### src/sv/lofed_pkg.sv
`timescale 1ns / 1ps
package lofed_pkg;

  localparam int unsigned VAL_W  = 64;
  localparam int unsigned VSIZ_W = 31;
  localparam int unsigned IDX_W  = 2;

  typedef enum logic [2:0] {
    ERR_OK         = 3'd0,
    ERR_DOUBLE_ADJ = 3'd1,
    ERR_NOT_MONO   = 3'd2,
    ERR_OFFSET_OVF = 3'd3,
    ERR_LENGTH_OVF = 3'd4
  } err_t;

  typedef enum logic [IDX_W-1:0] {
    REG_NULL_ADJ    = 2'd0,
    REG_FIRST_ITEM  = 2'd1,
    REG_SPARE2      = 2'd2,
    REG_SPARE3      = 2'd3
  } reg_idx_t;

  typedef struct packed {
    logic [VAL_W-1:0] null_adj;
    logic [VAL_W-1:0] first_item;
  } cfg_t;

  // classified row handed from front to back
  typedef struct packed {
    logic [VAL_W-1:0] end_item;
    logic [VAL_W-1:0] end_rel;   // end_item - first_item
    logic             err_adj;
    logic             null_row;
    logic             restart;
    logic             last;
  } row_t;

  typedef struct packed {
    logic [VSIZ_W-1:0] offset;
    logic [VSIZ_W-1:0] length;
    logic              is_null;
    err_t              error;
    logic [VAL_W-1:0]  last_end;
    logic              any_null;
    logic              last_of_batch;
  } res_t;

endpackage

### src/sv/lofed_fifo.sv
`timescale 1ns / 1ps
module lofed_fifo #(
  parameter int unsigned WIDTH = 8,
  parameter int unsigned DEPTH = 2
) (
  input  logic             clk,
  input  logic             rst_n,
  input  logic             push,
  input  logic [WIDTH-1:0] wdata,
  output logic             full,
  input  logic             pop,
  output logic [WIDTH-1:0] rdata,
  output logic             empty
);

  localparam int unsigned PW = (DEPTH > 1) ? $clog2(DEPTH) : 1;
  localparam int unsigned CW = $clog2(DEPTH + 1);

  logic [WIDTH-1:0] mem_r [DEPTH];
  logic [PW-1:0]    wr_ptr_r, wr_ptr_nxt;
  logic [PW-1:0]    rd_ptr_r, rd_ptr_nxt;
  logic [CW-1:0]    cnt_r, cnt_nxt;
  logic             do_push, do_pop;

  assign full    = (cnt_r == CW'(DEPTH));
  assign empty   = (cnt_r == '0);
  assign do_push = push && !full;
  assign do_pop  = pop && !empty;
  assign rdata   = mem_r[rd_ptr_r];

  always_comb begin
    wr_ptr_nxt = wr_ptr_r;
    rd_ptr_nxt = rd_ptr_r;
    cnt_nxt    = cnt_r;
    if (do_push) begin
      wr_ptr_nxt = (wr_ptr_r == PW'(DEPTH - 1)) ? '0 : wr_ptr_r + PW'(1);
    end
    if (do_pop) begin
      rd_ptr_nxt = (rd_ptr_r == PW'(DEPTH - 1)) ? '0 : rd_ptr_r + PW'(1);
    end
    if (do_push && !do_pop) begin
      cnt_nxt = cnt_r + CW'(1);
    end else if (do_pop && !do_push) begin
      cnt_nxt = cnt_r - CW'(1);
    end
  end

  always_ff @(posedge clk) begin
    if (!rst_n) begin
      wr_ptr_r <= '0;
      rd_ptr_r <= '0;
      cnt_r    <= '0;
    end else begin
      wr_ptr_r <= wr_ptr_nxt;
      rd_ptr_r <= rd_ptr_nxt;
      cnt_r    <= cnt_nxt;
    end
  end

  always_ff @(posedge clk) begin
    if (do_push) begin
      mem_r[wr_ptr_r] <= wdata;
    end
  end

endmodule

### src/sv/lofed_front.sv
`timescale 1ns / 1ps
module lofed_front (
  input  logic                       clk,
  input  logic                       rst_n,
  input  lofed_pkg::cfg_t            cfg,
  input  logic                       in_push,
  output logic                       in_full,
  input  logic [lofed_pkg::VAL_W-1:0] in_encoded_end,
  input  logic                       in_restart,
  input  logic                       in_batch_end,
  output logic                       row_push,
  output lofed_pkg::row_t            row,
  input  logic                       row_full
);

  // stage a: null test and adjusted value side by side
  logic                        a_v_r;
  logic [lofed_pkg::VAL_W-1:0] a_enc_r, a_sub_r;
  logic                        a_null_r, a_restart_r, a_last_r;

  // stage b: classified row
  logic            b_v_r;
  lofed_pkg::row_t b_row_r, b_row_nxt;

  logic b_ready, a_ready, a_take;
  logic [lofed_pkg::VAL_W-1:0] end_item;

  assign b_ready  = !b_v_r || !row_full;
  assign a_ready  = !a_v_r || b_ready;
  assign in_full  = !a_ready;
  assign a_take   = in_push && a_ready;
  assign row_push = b_v_r;
  assign row      = b_row_r;

  always_comb begin
    end_item           = a_null_r ? a_sub_r : a_enc_r;
    b_row_nxt.end_item = end_item;
    b_row_nxt.end_rel  = end_item - cfg.first_item;
    b_row_nxt.err_adj  = !(end_item < cfg.null_adj);
    b_row_nxt.null_row = a_null_r;
    b_row_nxt.restart  = a_restart_r;
    b_row_nxt.last     = a_last_r;
  end

  always_ff @(posedge clk) begin
    if (!rst_n) begin
      a_v_r <= 1'b0;
      b_v_r <= 1'b0;
    end else begin
      if (a_ready) begin
        a_v_r <= in_push;
      end
      if (b_ready) begin
        b_v_r <= a_v_r;
      end
    end
  end

  always_ff @(posedge clk) begin
    if (a_take) begin
      a_enc_r     <= in_encoded_end;
      a_sub_r     <= in_encoded_end - cfg.null_adj;
      a_null_r    <= (in_encoded_end >= cfg.null_adj);
      a_restart_r <= in_restart;
      a_last_r    <= in_batch_end;
    end
    if (b_ready && a_v_r) begin
      b_row_r <= b_row_nxt;
    end
  end

endmodule

### src/sv/lofed_back.sv
`timescale 1ns / 1ps
module lofed_back (
  input  logic                        clk,
  input  logic                        rst_n,
  input  lofed_pkg::cfg_t             cfg,
  input  logic                        first_wr,
  input  logic [lofed_pkg::VAL_W-1:0] first_wdata,
  input  logic                        row_empty,
  input  lofed_pkg::row_t             row,
  output logic                        row_pop,
  output logic                        res_push,
  output lofed_pkg::res_t             res,
  input  logic                        res_full
);

  localparam int unsigned W  = lofed_pkg::VAL_W;
  localparam int unsigned VW = lofed_pkg::VSIZ_W;

  logic [W-1:0] prev_r, prev_nxt;
  logic [W-1:0] rel_r, rel_nxt;   // prev_r - first_item
  logic         seen_r, seen_nxt;

  logic [W-1:0] eff_prev, eff_rel;
  logic         eff_seen;
  logic [W:0]   diff;
  lofed_pkg::err_t err;
  logic         fire;

  assign fire     = !row_empty && !res_full;
  assign row_pop  = fire;
  assign res_push = fire;

  always_comb begin
    eff_prev = row.restart ? cfg.first_item : prev_r;
    eff_rel  = row.restart ? '0 : rel_r;
    eff_seen = row.restart ? 1'b0 : seen_r;
    diff     = {1'b0, row.end_item} - {1'b0, eff_prev};

    if (row.err_adj) begin
      err = lofed_pkg::ERR_DOUBLE_ADJ;
    end else if (diff[W]) begin
      err = lofed_pkg::ERR_NOT_MONO;
    end else if (|eff_rel[W-1:VW]) begin
      err = lofed_pkg::ERR_OFFSET_OVF;
    end else if (|diff[W-1:VW]) begin
      err = lofed_pkg::ERR_LENGTH_OVF;
    end else begin
      err = lofed_pkg::ERR_OK;
    end

    prev_nxt = prev_r;
    rel_nxt  = rel_r;
    seen_nxt = seen_r;
    if (fire) begin
      if (err == lofed_pkg::ERR_OK) begin
        prev_nxt = row.end_item;
        rel_nxt  = row.end_rel;
        seen_nxt = eff_seen || row.null_row;
      end else begin
        prev_nxt = eff_prev;
        rel_nxt  = eff_rel;
        seen_nxt = eff_seen;
      end
    end else if (first_wr) begin
      rel_nxt = prev_r - first_wdata;
    end

    res.error         = err;
    res.offset        = (err == lofed_pkg::ERR_OK) ? eff_rel[VW-1:0] : '0;
    res.length        = (err == lofed_pkg::ERR_OK) ? diff[VW-1:0] : '0;
    res.is_null       = (err == lofed_pkg::ERR_OK) && row.null_row;
    res.last_end      = prev_nxt;
    res.any_null      = seen_nxt;
    res.last_of_batch = row.last;
  end

  always_ff @(posedge clk) begin
    if (!rst_n) begin
      prev_r <= '0;
      rel_r  <= '0;
      seen_r <= 1'b0;
    end else begin
      prev_r <= prev_nxt;
      rel_r  <= rel_nxt;
      seen_r <= seen_nxt;
    end
  end

endmodule

### src/sv/list_offset_end_decoder_top.sv
`timescale 1ns / 1ps
// List end decoder. Each transaction carries one 64-bit encoded list end; the
// block returns its offset from first_item, its length, null flag, error code,
// the running last end and the sticky null flag, one result per row, in order.
// Sustained rate is one row per cycle while the result queue is popped. The
// edge that accepts a row loads the first front classify stage; the row then
// passes through the second front stage, the row queue and the result queue,
// whose head drives the result ports (the decode step that updates the running
// end writes the result queue directly). The running-end register loop in the
// back stage sets the one-row-per-cycle figure. QUEUE_DEPTH sets the depth of
// both the row queue and the result queue. The user must write registers only
// while no row is in flight; the block itself does not enforce this.
module list_offset_end_decoder_top #(
  parameter int unsigned QUEUE_DEPTH = 2
) (
  input  logic                          clk,
  input  logic                          rst_n,
  input  logic                          cfg_valid,
  output logic                          cfg_ready,
  input  logic [lofed_pkg::IDX_W-1:0]   cfg_index,
  input  logic [lofed_pkg::VAL_W-1:0]   cfg_data,
  input  logic                          push,
  output logic                          full,
  input  logic [lofed_pkg::VAL_W-1:0]   in_encoded_end,
  input  logic                          in_restart,
  input  logic                          in_batch_end,
  output logic                          empty,
  input  logic                          pop,
  output logic [lofed_pkg::VSIZ_W-1:0]  out_offset,
  output logic [lofed_pkg::VSIZ_W-1:0]  out_length,
  output logic                          out_is_null,
  output logic [2:0]                    out_error,
  output logic [lofed_pkg::VAL_W-1:0]   out_last_end,
  output logic                          out_any_null,
  output logic                          out_last_of_batch
);

  lofed_pkg::cfg_t cfg_r, cfg_nxt;
  logic            cfg_we, first_wr;

  lofed_pkg::row_t row_in, row_out;
  logic            row_push, row_full, row_pop, row_empty;
  lofed_pkg::res_t res_in, res_out;
  logic            res_push, res_full;

  assign cfg_ready = 1'b1;
  assign cfg_we    = cfg_valid && cfg_ready;
  assign first_wr  = cfg_we && (cfg_index == lofed_pkg::REG_FIRST_ITEM);

  always_comb begin
    cfg_nxt = cfg_r;
    if (cfg_we) begin
      unique case (lofed_pkg::reg_idx_t'(cfg_index))
        lofed_pkg::REG_NULL_ADJ:   cfg_nxt.null_adj   = cfg_data;
        lofed_pkg::REG_FIRST_ITEM: cfg_nxt.first_item = cfg_data;
        default: ;
      endcase
    end
  end

  always_ff @(posedge clk) begin
    if (!rst_n) begin
      cfg_r.null_adj   <= {1'b1, {(lofed_pkg::VAL_W-1){1'b0}}};
      cfg_r.first_item <= '0;
    end else begin
      cfg_r <= cfg_nxt;
    end
  end

  lofed_front u_front (
    .clk            (clk),
    .rst_n          (rst_n),
    .cfg            (cfg_r),
    .in_push        (push),
    .in_full        (full),
    .in_encoded_end (in_encoded_end),
    .in_restart     (in_restart),
    .in_batch_end   (in_batch_end),
    .row_push       (row_push),
    .row            (row_in),
    .row_full       (row_full)
  );

  lofed_fifo #(
    .WIDTH ($bits(lofed_pkg::row_t)),
    .DEPTH (QUEUE_DEPTH)
  ) u_row_q (
    .clk   (clk),
    .rst_n (rst_n),
    .push  (row_push),
    .wdata (row_in),
    .full  (row_full),
    .pop   (row_pop),
    .rdata (row_out),
    .empty (row_empty)
  );

  lofed_back u_back (
    .clk         (clk),
    .rst_n       (rst_n),
    .cfg         (cfg_r),
    .first_wr    (first_wr),
    .first_wdata (cfg_data),
    .row_empty   (row_empty),
    .row         (row_out),
    .row_pop     (row_pop),
    .res_push    (res_push),
    .res         (res_in),
    .res_full    (res_full)
  );

  lofed_fifo #(
    .WIDTH ($bits(lofed_pkg::res_t)),
    .DEPTH (QUEUE_DEPTH)
  ) u_res_q (
    .clk   (clk),
    .rst_n (rst_n),
    .push  (res_push),
    .wdata (res_in),
    .full  (res_full),
    .pop   (pop),
    .rdata (res_out),
    .empty (empty)
  );

  assign out_offset        = res_out.offset;
  assign out_length        = res_out.length;
  assign out_is_null       = res_out.is_null;
  assign out_error         = res_out.error;
  assign out_last_end      = res_out.last_end;
  assign out_any_null      = res_out.any_null;
  assign out_last_of_batch = res_out.last_of_batch;

endmodule

### config.mk
export PLATFORM = sky130hd
export DESIGN_NAME = list_offset_end_decoder_top
export DESIGN_NICKNAME = d
export VERILOG_FILES = /design/src/sv/lofed_pkg.sv /design/src/sv/lofed_fifo.sv /design/src/sv/lofed_front.sv /design/src/sv/lofed_back.sv /design/src/sv/list_offset_end_decoder_top.sv
export SDC_FILE = /design/constraint.sdc
export NUM_CORES = 2
export LEC_CHECK = 0
export BUFFER_PORTS_ARGS = -buffer_cell sky130_fd_sc_hd__buf_2
export CORE_UTILIZATION = 40
export CTS_CLUSTER_DIAMETER = 80
export DETAILED_ROUTE_END_ITERATION = 16
export SYNTH_ARGS = -nofsm -noshare
export SYNTH_HDL_FRONTEND = slang
export SYNTH_SLANG_ARGS = --single-unit
### constraint.sdc
create_clock -name clk -period 22.4 [get_ports clk]
set_clock_uncertainty 0.05 [all_clocks]
set_input_delay 3.36 -clock clk [delete_from_list [all_inputs] [get_ports clk]]
set_output_delay 3.36 -clock clk [all_outputs]
set_load 0.005 [all_outputs]
After elaboration in Yosys (flattened, before gate mapping):

Memory sizes are Yosys's and may differ from the RTL's. A register that Yosys moved wholly into a read port is not among the register bits.
Index checks and enable logic that the tools add are counted.

* add/sub/neg operators: 12
* $lt $le $gt $ge: 2
* equality and inequality tests: 3
* muxes and demuxes: 33
* reduce and logical (&&, ||, !) cells: 39

Operators with widths (count)
* 64-bit two-way mux: 8
* 64-bit subtractor: 3
* 33-bit OR reduction: 2
* 64-bit by 64-bit subtractor with 65-bit output: 1
* 64-bit >= comparator: 1
* 64-bit less-than comparator: 1
* 31-bit two-way mux: 2
* 1-bit two-way mux: 15
* 1-bit logical AND: 13
* 1-bit zero test: 12
* 3-bit two-way mux: 4
* 2-bit two-way mux: 4
* 2-bit zero test: 3
* 2-bit nonzero test: 3
* 1-bit adder, second input constant: 4
* 2-bit by 1-bit adder with 2-bit output, second input constant: 2
* 2-bit == test, second input constant: 2
* 2-bit AND reduction: 2
* 2-bit by 1-bit subtractor with 2-bit output, second input constant: 2
* 3-bit zero test: 1
* 1-bit logical OR: 3
* 2-bit by 1-bit == test with 1-bit output, second input constant: 1

* flip-flop bits (word level): 530
* RAM bits: 528
* input bits: 137
* output and inout port bits: 135
* word-level logic and storage cells: 115
* memories kept: 2

Memories
* u_res_q.mem_r: words 2, bits a word 132, read ports 1, clocked after Yosys merged registers in 1, write ports 1, RTL line lofed_fifo.sv:19 `logic [WIDTH-1:0] mem_r [DEPTH];`
* u_row_q.mem_r: words 2, bits a word 132, read ports 1, clocked after Yosys merged registers in 1, write ports 1, RTL line lofed_fifo.sv:19

Longest topological paths before layout:

* depth in word-level cells: 10
* depth in mapped cells: 27
* gate-level depth less buffers: 20

Modules after synthesis:

A second synthesis with hierarchy kept.

* cells, all modules: 5528
* area total of the unflattened synthesis: 59980.0 um2

Modules (own cells, without submodules)
* lofed_fifo: instances 2, cells each 436, area an instance 10089.7 um2
* lofed_front: instances 1, cells each 1806, area an instance 18459.0 um2
* lofed_back: instances 1, cells each 2361, area an instance 16530.9 um2
* list_offset_end_decoder_top: instances 1, cells each 489, area an instance 4810.9 um2

Least setup slack after synthesis:

No wires, ideal clock.

* path type: in2reg
* start: input port push
* end: register u_front.a_enc_r[0] (netlist bit), enable pin
* setup time: 0.638 ns
* arrival time: 9.036 ns
* required time: 21.712 ns
* slack: 12.675 ns
* cell stages on the path: 1
* path buffers: 0
* path through: nor2b_1

* cells in the longest elaborated chain, start to end: 1

RTL lines
* from (decl): RTL line list_offset_end_decoder_top.sv:22 `input logic push,`
* 1-bit logical AND: RTL line lofed_front.sv:31 `assign a_take = in_push && a_ready;`
* to (signal assigned): RTL line lofed_front.sv:61 `a_enc_r <= in_encoded_end;`
* to (decl): RTL line lofed_front.sv:18 `logic [lofed_pkg::VAL_W-1:0] a_enc_r, a_sub_r;`

No other way between the ends.
A chain may end at the register's enable or synchronous reset.

==> impl_results.md <==
- Status: finished clean
- CTS tree: yes
- CTS max path bufs: 3
- Via count: 44400
- Clock network fraction of total power: 0.297
- Worst hold slack: about 370 ps
- Post-Synth Simple-Gate Area: 0.124
- Clock Root Buffer: clkbuf_16
- Share of layout cells above drive strength 1: 0.151
- XOR/XNOR share of the synthesized area: 0.0358
- Largest net degree at the start of global routing: 156
- CTS Sinks: 1060
- Starting density of the core: 0.405
- Syn Nets: 5899
- Worst R2R End: u_res_q.mem_r[0][53]
- Leakage Power: ~24 nW
- Tmin final: 8890 ps
- Wire per inst: around 24 um
- Gpl congestion: 0.953
- Via/cell ratio: around 5.8
- Switching power: 2.37 mW
- P per Cell Area: a little over 100 nW/um^2
- Placed inst area: 60800 um^2
- M2 GR Usage: 0.336
- Synth Flop Type: edfxtp_1
- Vert. Die Dim: approximately 380 um
- Busiest grt layer: met1
- Commonest non-fill, non-tap cells in the layout: 791 x edfxtp_1, 584 x nand2_1, 513 x a21oi_1, 295 x mux2_2, 289 x ha_1
- Synth Area in Compound Gates: 0.157
- Total iterations of the first detailed-routing run: 6
- Final Hold Fails: 0
- Dpl ws: 13550 ps
- Hpwl dp: 137000 um
- Critical path class: reg2reg
- Fin crit share: 0.397
- Slew Viols, Final: 0
- GR Util met1: 0.389
- Met3 Use GR: 0.0440
- Post-CTS setup buffers: 0
- Total CTS buffers: 114
- Gate power share: 0.319
- Initial DRC Count: 4880
- Core Box Area: 142000 um^2
- Post-synth EDFFs: a little under 800
- Crit. End Element: register
- R2R cell count: 20
- Synth Area in Adders: 0.0660
- Rows: 138
- Nets@finish: ~6100
- Worst Min Path Start: u_front.a_restart_r
- Asr flop ratio synth: 0
- Worst-Margin Slew: around 1100 ps
- Max frequency: 112 MHz
- Synthesized netlist cell count: 5470
- Reg power frac: 0.384
- Crit path max fanout: 63
- Total congestion overflow: 0
- Syn avg cell area: 10.5 um^2
- Worst-path clk slew: 70 ps
- Tot GR Track Use: 0.247
- Register area share after synthesis: 0.505
- Switching Fraction: 0.353
- Util after Layout: 0.456
- Die Wd: 382 um
- Antenna viol nets, final: 0
- Setup TNS: 0 ps
- Slew Limit Headroom: 0.236
- Critical Path Source Type: register
- # DRC: 0
- Arr. time, crit path: 9290 ps
- Port buffer count: 270
- Vias in the first global route: 41100
- Mux cell area share after synthesis: 0.0757
- Hold depth: 0
- Synth-to-layout area growth: 12.5%
- Routed WL: 185000 um
- Worst hold path type: reg2reg
- Post-route cell area: around 65000 um^2
- Slack of the worst reg-to-reg path: around 14000 ps
- Ys Warns: 0
- RSZ-0062 raised after global routing: no
- Worst Path Required: 22800 ps
- Netlist cell types: 98
- Fin worst setup slack: approximately 14000 ps
- Hold-fix buffers, CTS: 0
- First-pass GRT wire length: 271000 um
- Setup-failing EPs final: 0
- Clock Latency Late Sink: approximately 770 ps
- Ports: approximately 270
- Most common cell after layout, fill and taps aside: edfxtp_1
- Max cap viols: 0
- Hold EP: u_front.row[1]
- Seq cells post-synth: 1060
- Combinational family with the most area after synthesis: compound AO/OA/AOI/OAI gates
- Post_cts resized: 0
- Initial antenna violation count: 22
- H-tree depth: 3
- Die Area: 146000 um^2
- Internal: between 4 and 5 mW
- Max VDD drop: roughly 0.00011 V
- Post-synthesis cell area: 57700 um^2
how the worst max path moves through the flow:
stage,depth (start not counted),slack (ps),end
6_report,20,13510,u_res_q.mem_r[0][53]
5_1_grt,20,13110,u_res_q.mem_r[1][38]
4_1_cts,20,13500,u_res_q.mem_r[1][32]
2_1_floorplan,1,12680,u_front.a_enc_r[0]
3_3_place_gp,20,13710,u_res_q.mem_r[0][32]
3_5_place_dp,20,13550,u_res_q.mem_r[0][32]
registers in the layout, indices dropped and copies added, names as in the netlist, 64 cells and up, named ones only:
| register | flops |
|---|---|
| u_row_q.mem_r | 264 |
| u_front.row | 132 |
| u_back.prev_r | 64 |
| u_res_q.mem_r | 264 |
| u_front.a_enc_r | 64 |
| u_back.rel_r | 64 |
| cfg_r | 128 |
| u_front.a_sub_r | 64 |
through the flow:
stage | total power [mW] | cells
6_report | 6.73 | 7640
5_1_grt | 7.02 | 7638
4_1_cts | 6.75 | 7632
3_5_place_dp | 4.74 | 7414
3_3_place_gp | 4.73 | 7414
2_1_floorplan | 4.01 | 5470
cells in the mapped netlist (59+ instances only):
cell type  number  area share
edfxtp_1      791        0.41
nand2_1       584       0.038
a21oi_1       513       0.045
mux2_2        295       0.058
ha_1          289       0.063
nor2_1        284       0.018
dfxtp_1       269       0.093
inv_1         268       0.017
o21ai_0       244       0.021
clkbuf_1      224       0.015
xnor2_1       149       0.023
a21o_1        140       0.018
nand3_1       130       0.011
nand4_1       119       0.013
a31oi_1       100       0.011
nor3_1         91      0.0079
mux2i_1        83       0.014
xor2_1         83       0.013
nand2b_1       64      0.0069
nor2b_1        60      0.0065
o21a_1         59      0.0077
layout make-up:
cell class	instances	area, um^2
Tap cell	1890	2360
Clock inverter	64	802
Inverter	268	1010
Antenna cell	8	20.0
Clock buffer	154	3210
Timing Repair Buffer	321	1750
Multi-Input combinational cell	3875	26500
Sequential cell	1060	29100
Fill cell	13300	77400
routing by layer:
metal | vias to the layer above | part of all wire
met2 | 1887 | 0.40
met3 | 264 | 0.089
li1 | 20700 | -
met5 | - | 0.00019
met4 | 6 | 0.026
met1 | 21500 | 0.49
power by group through the flow:
stage | logic, mW | clock network (mW) | registers [mW]
finish | 2.14 | 2.00 | 2.58
global route | 2.31 | 2.10 | 2.61
CTS | 2.13 | 2.03 | 2.58
detailed placement | 2.12 | 0 | 2.62
global placement | 2.11 | 0 | 2.61
floorplan | 1.42 | 0 | 2.58
critical path, stage by stage, from the launching register on:
cell	delay, ps
dfxtp_4	770
buf_4	730
buf_4	850
mux2_2	440
ha_1	420
nand2_1	90
o21ai_0	100
a211oi_1	540
o21ai_0	370
nor4b_1	240
or4_1	510
nor4_1	360
o2111ai_1	210
a2111oi_2	250
nand4_1	140
nor4_1	410
and4_1	330
nand4bb_4	350
buf_4	510
o21ai_0	400
nand3_1	220
cells by family (layout without fill, tap and decap cells):
family / count (synthesis) / after routing
buf+inv: 535 / 807
simple gates: 1515 / 1515
mux: 390 / 390
fa+ha+maj: 305 / 305
xor+xnor: 234 / 234
other cells: 1 / 9
compound gates: 1430 / 1430
flops: 1060 / 1060
(Power assumes the default switching activity.)
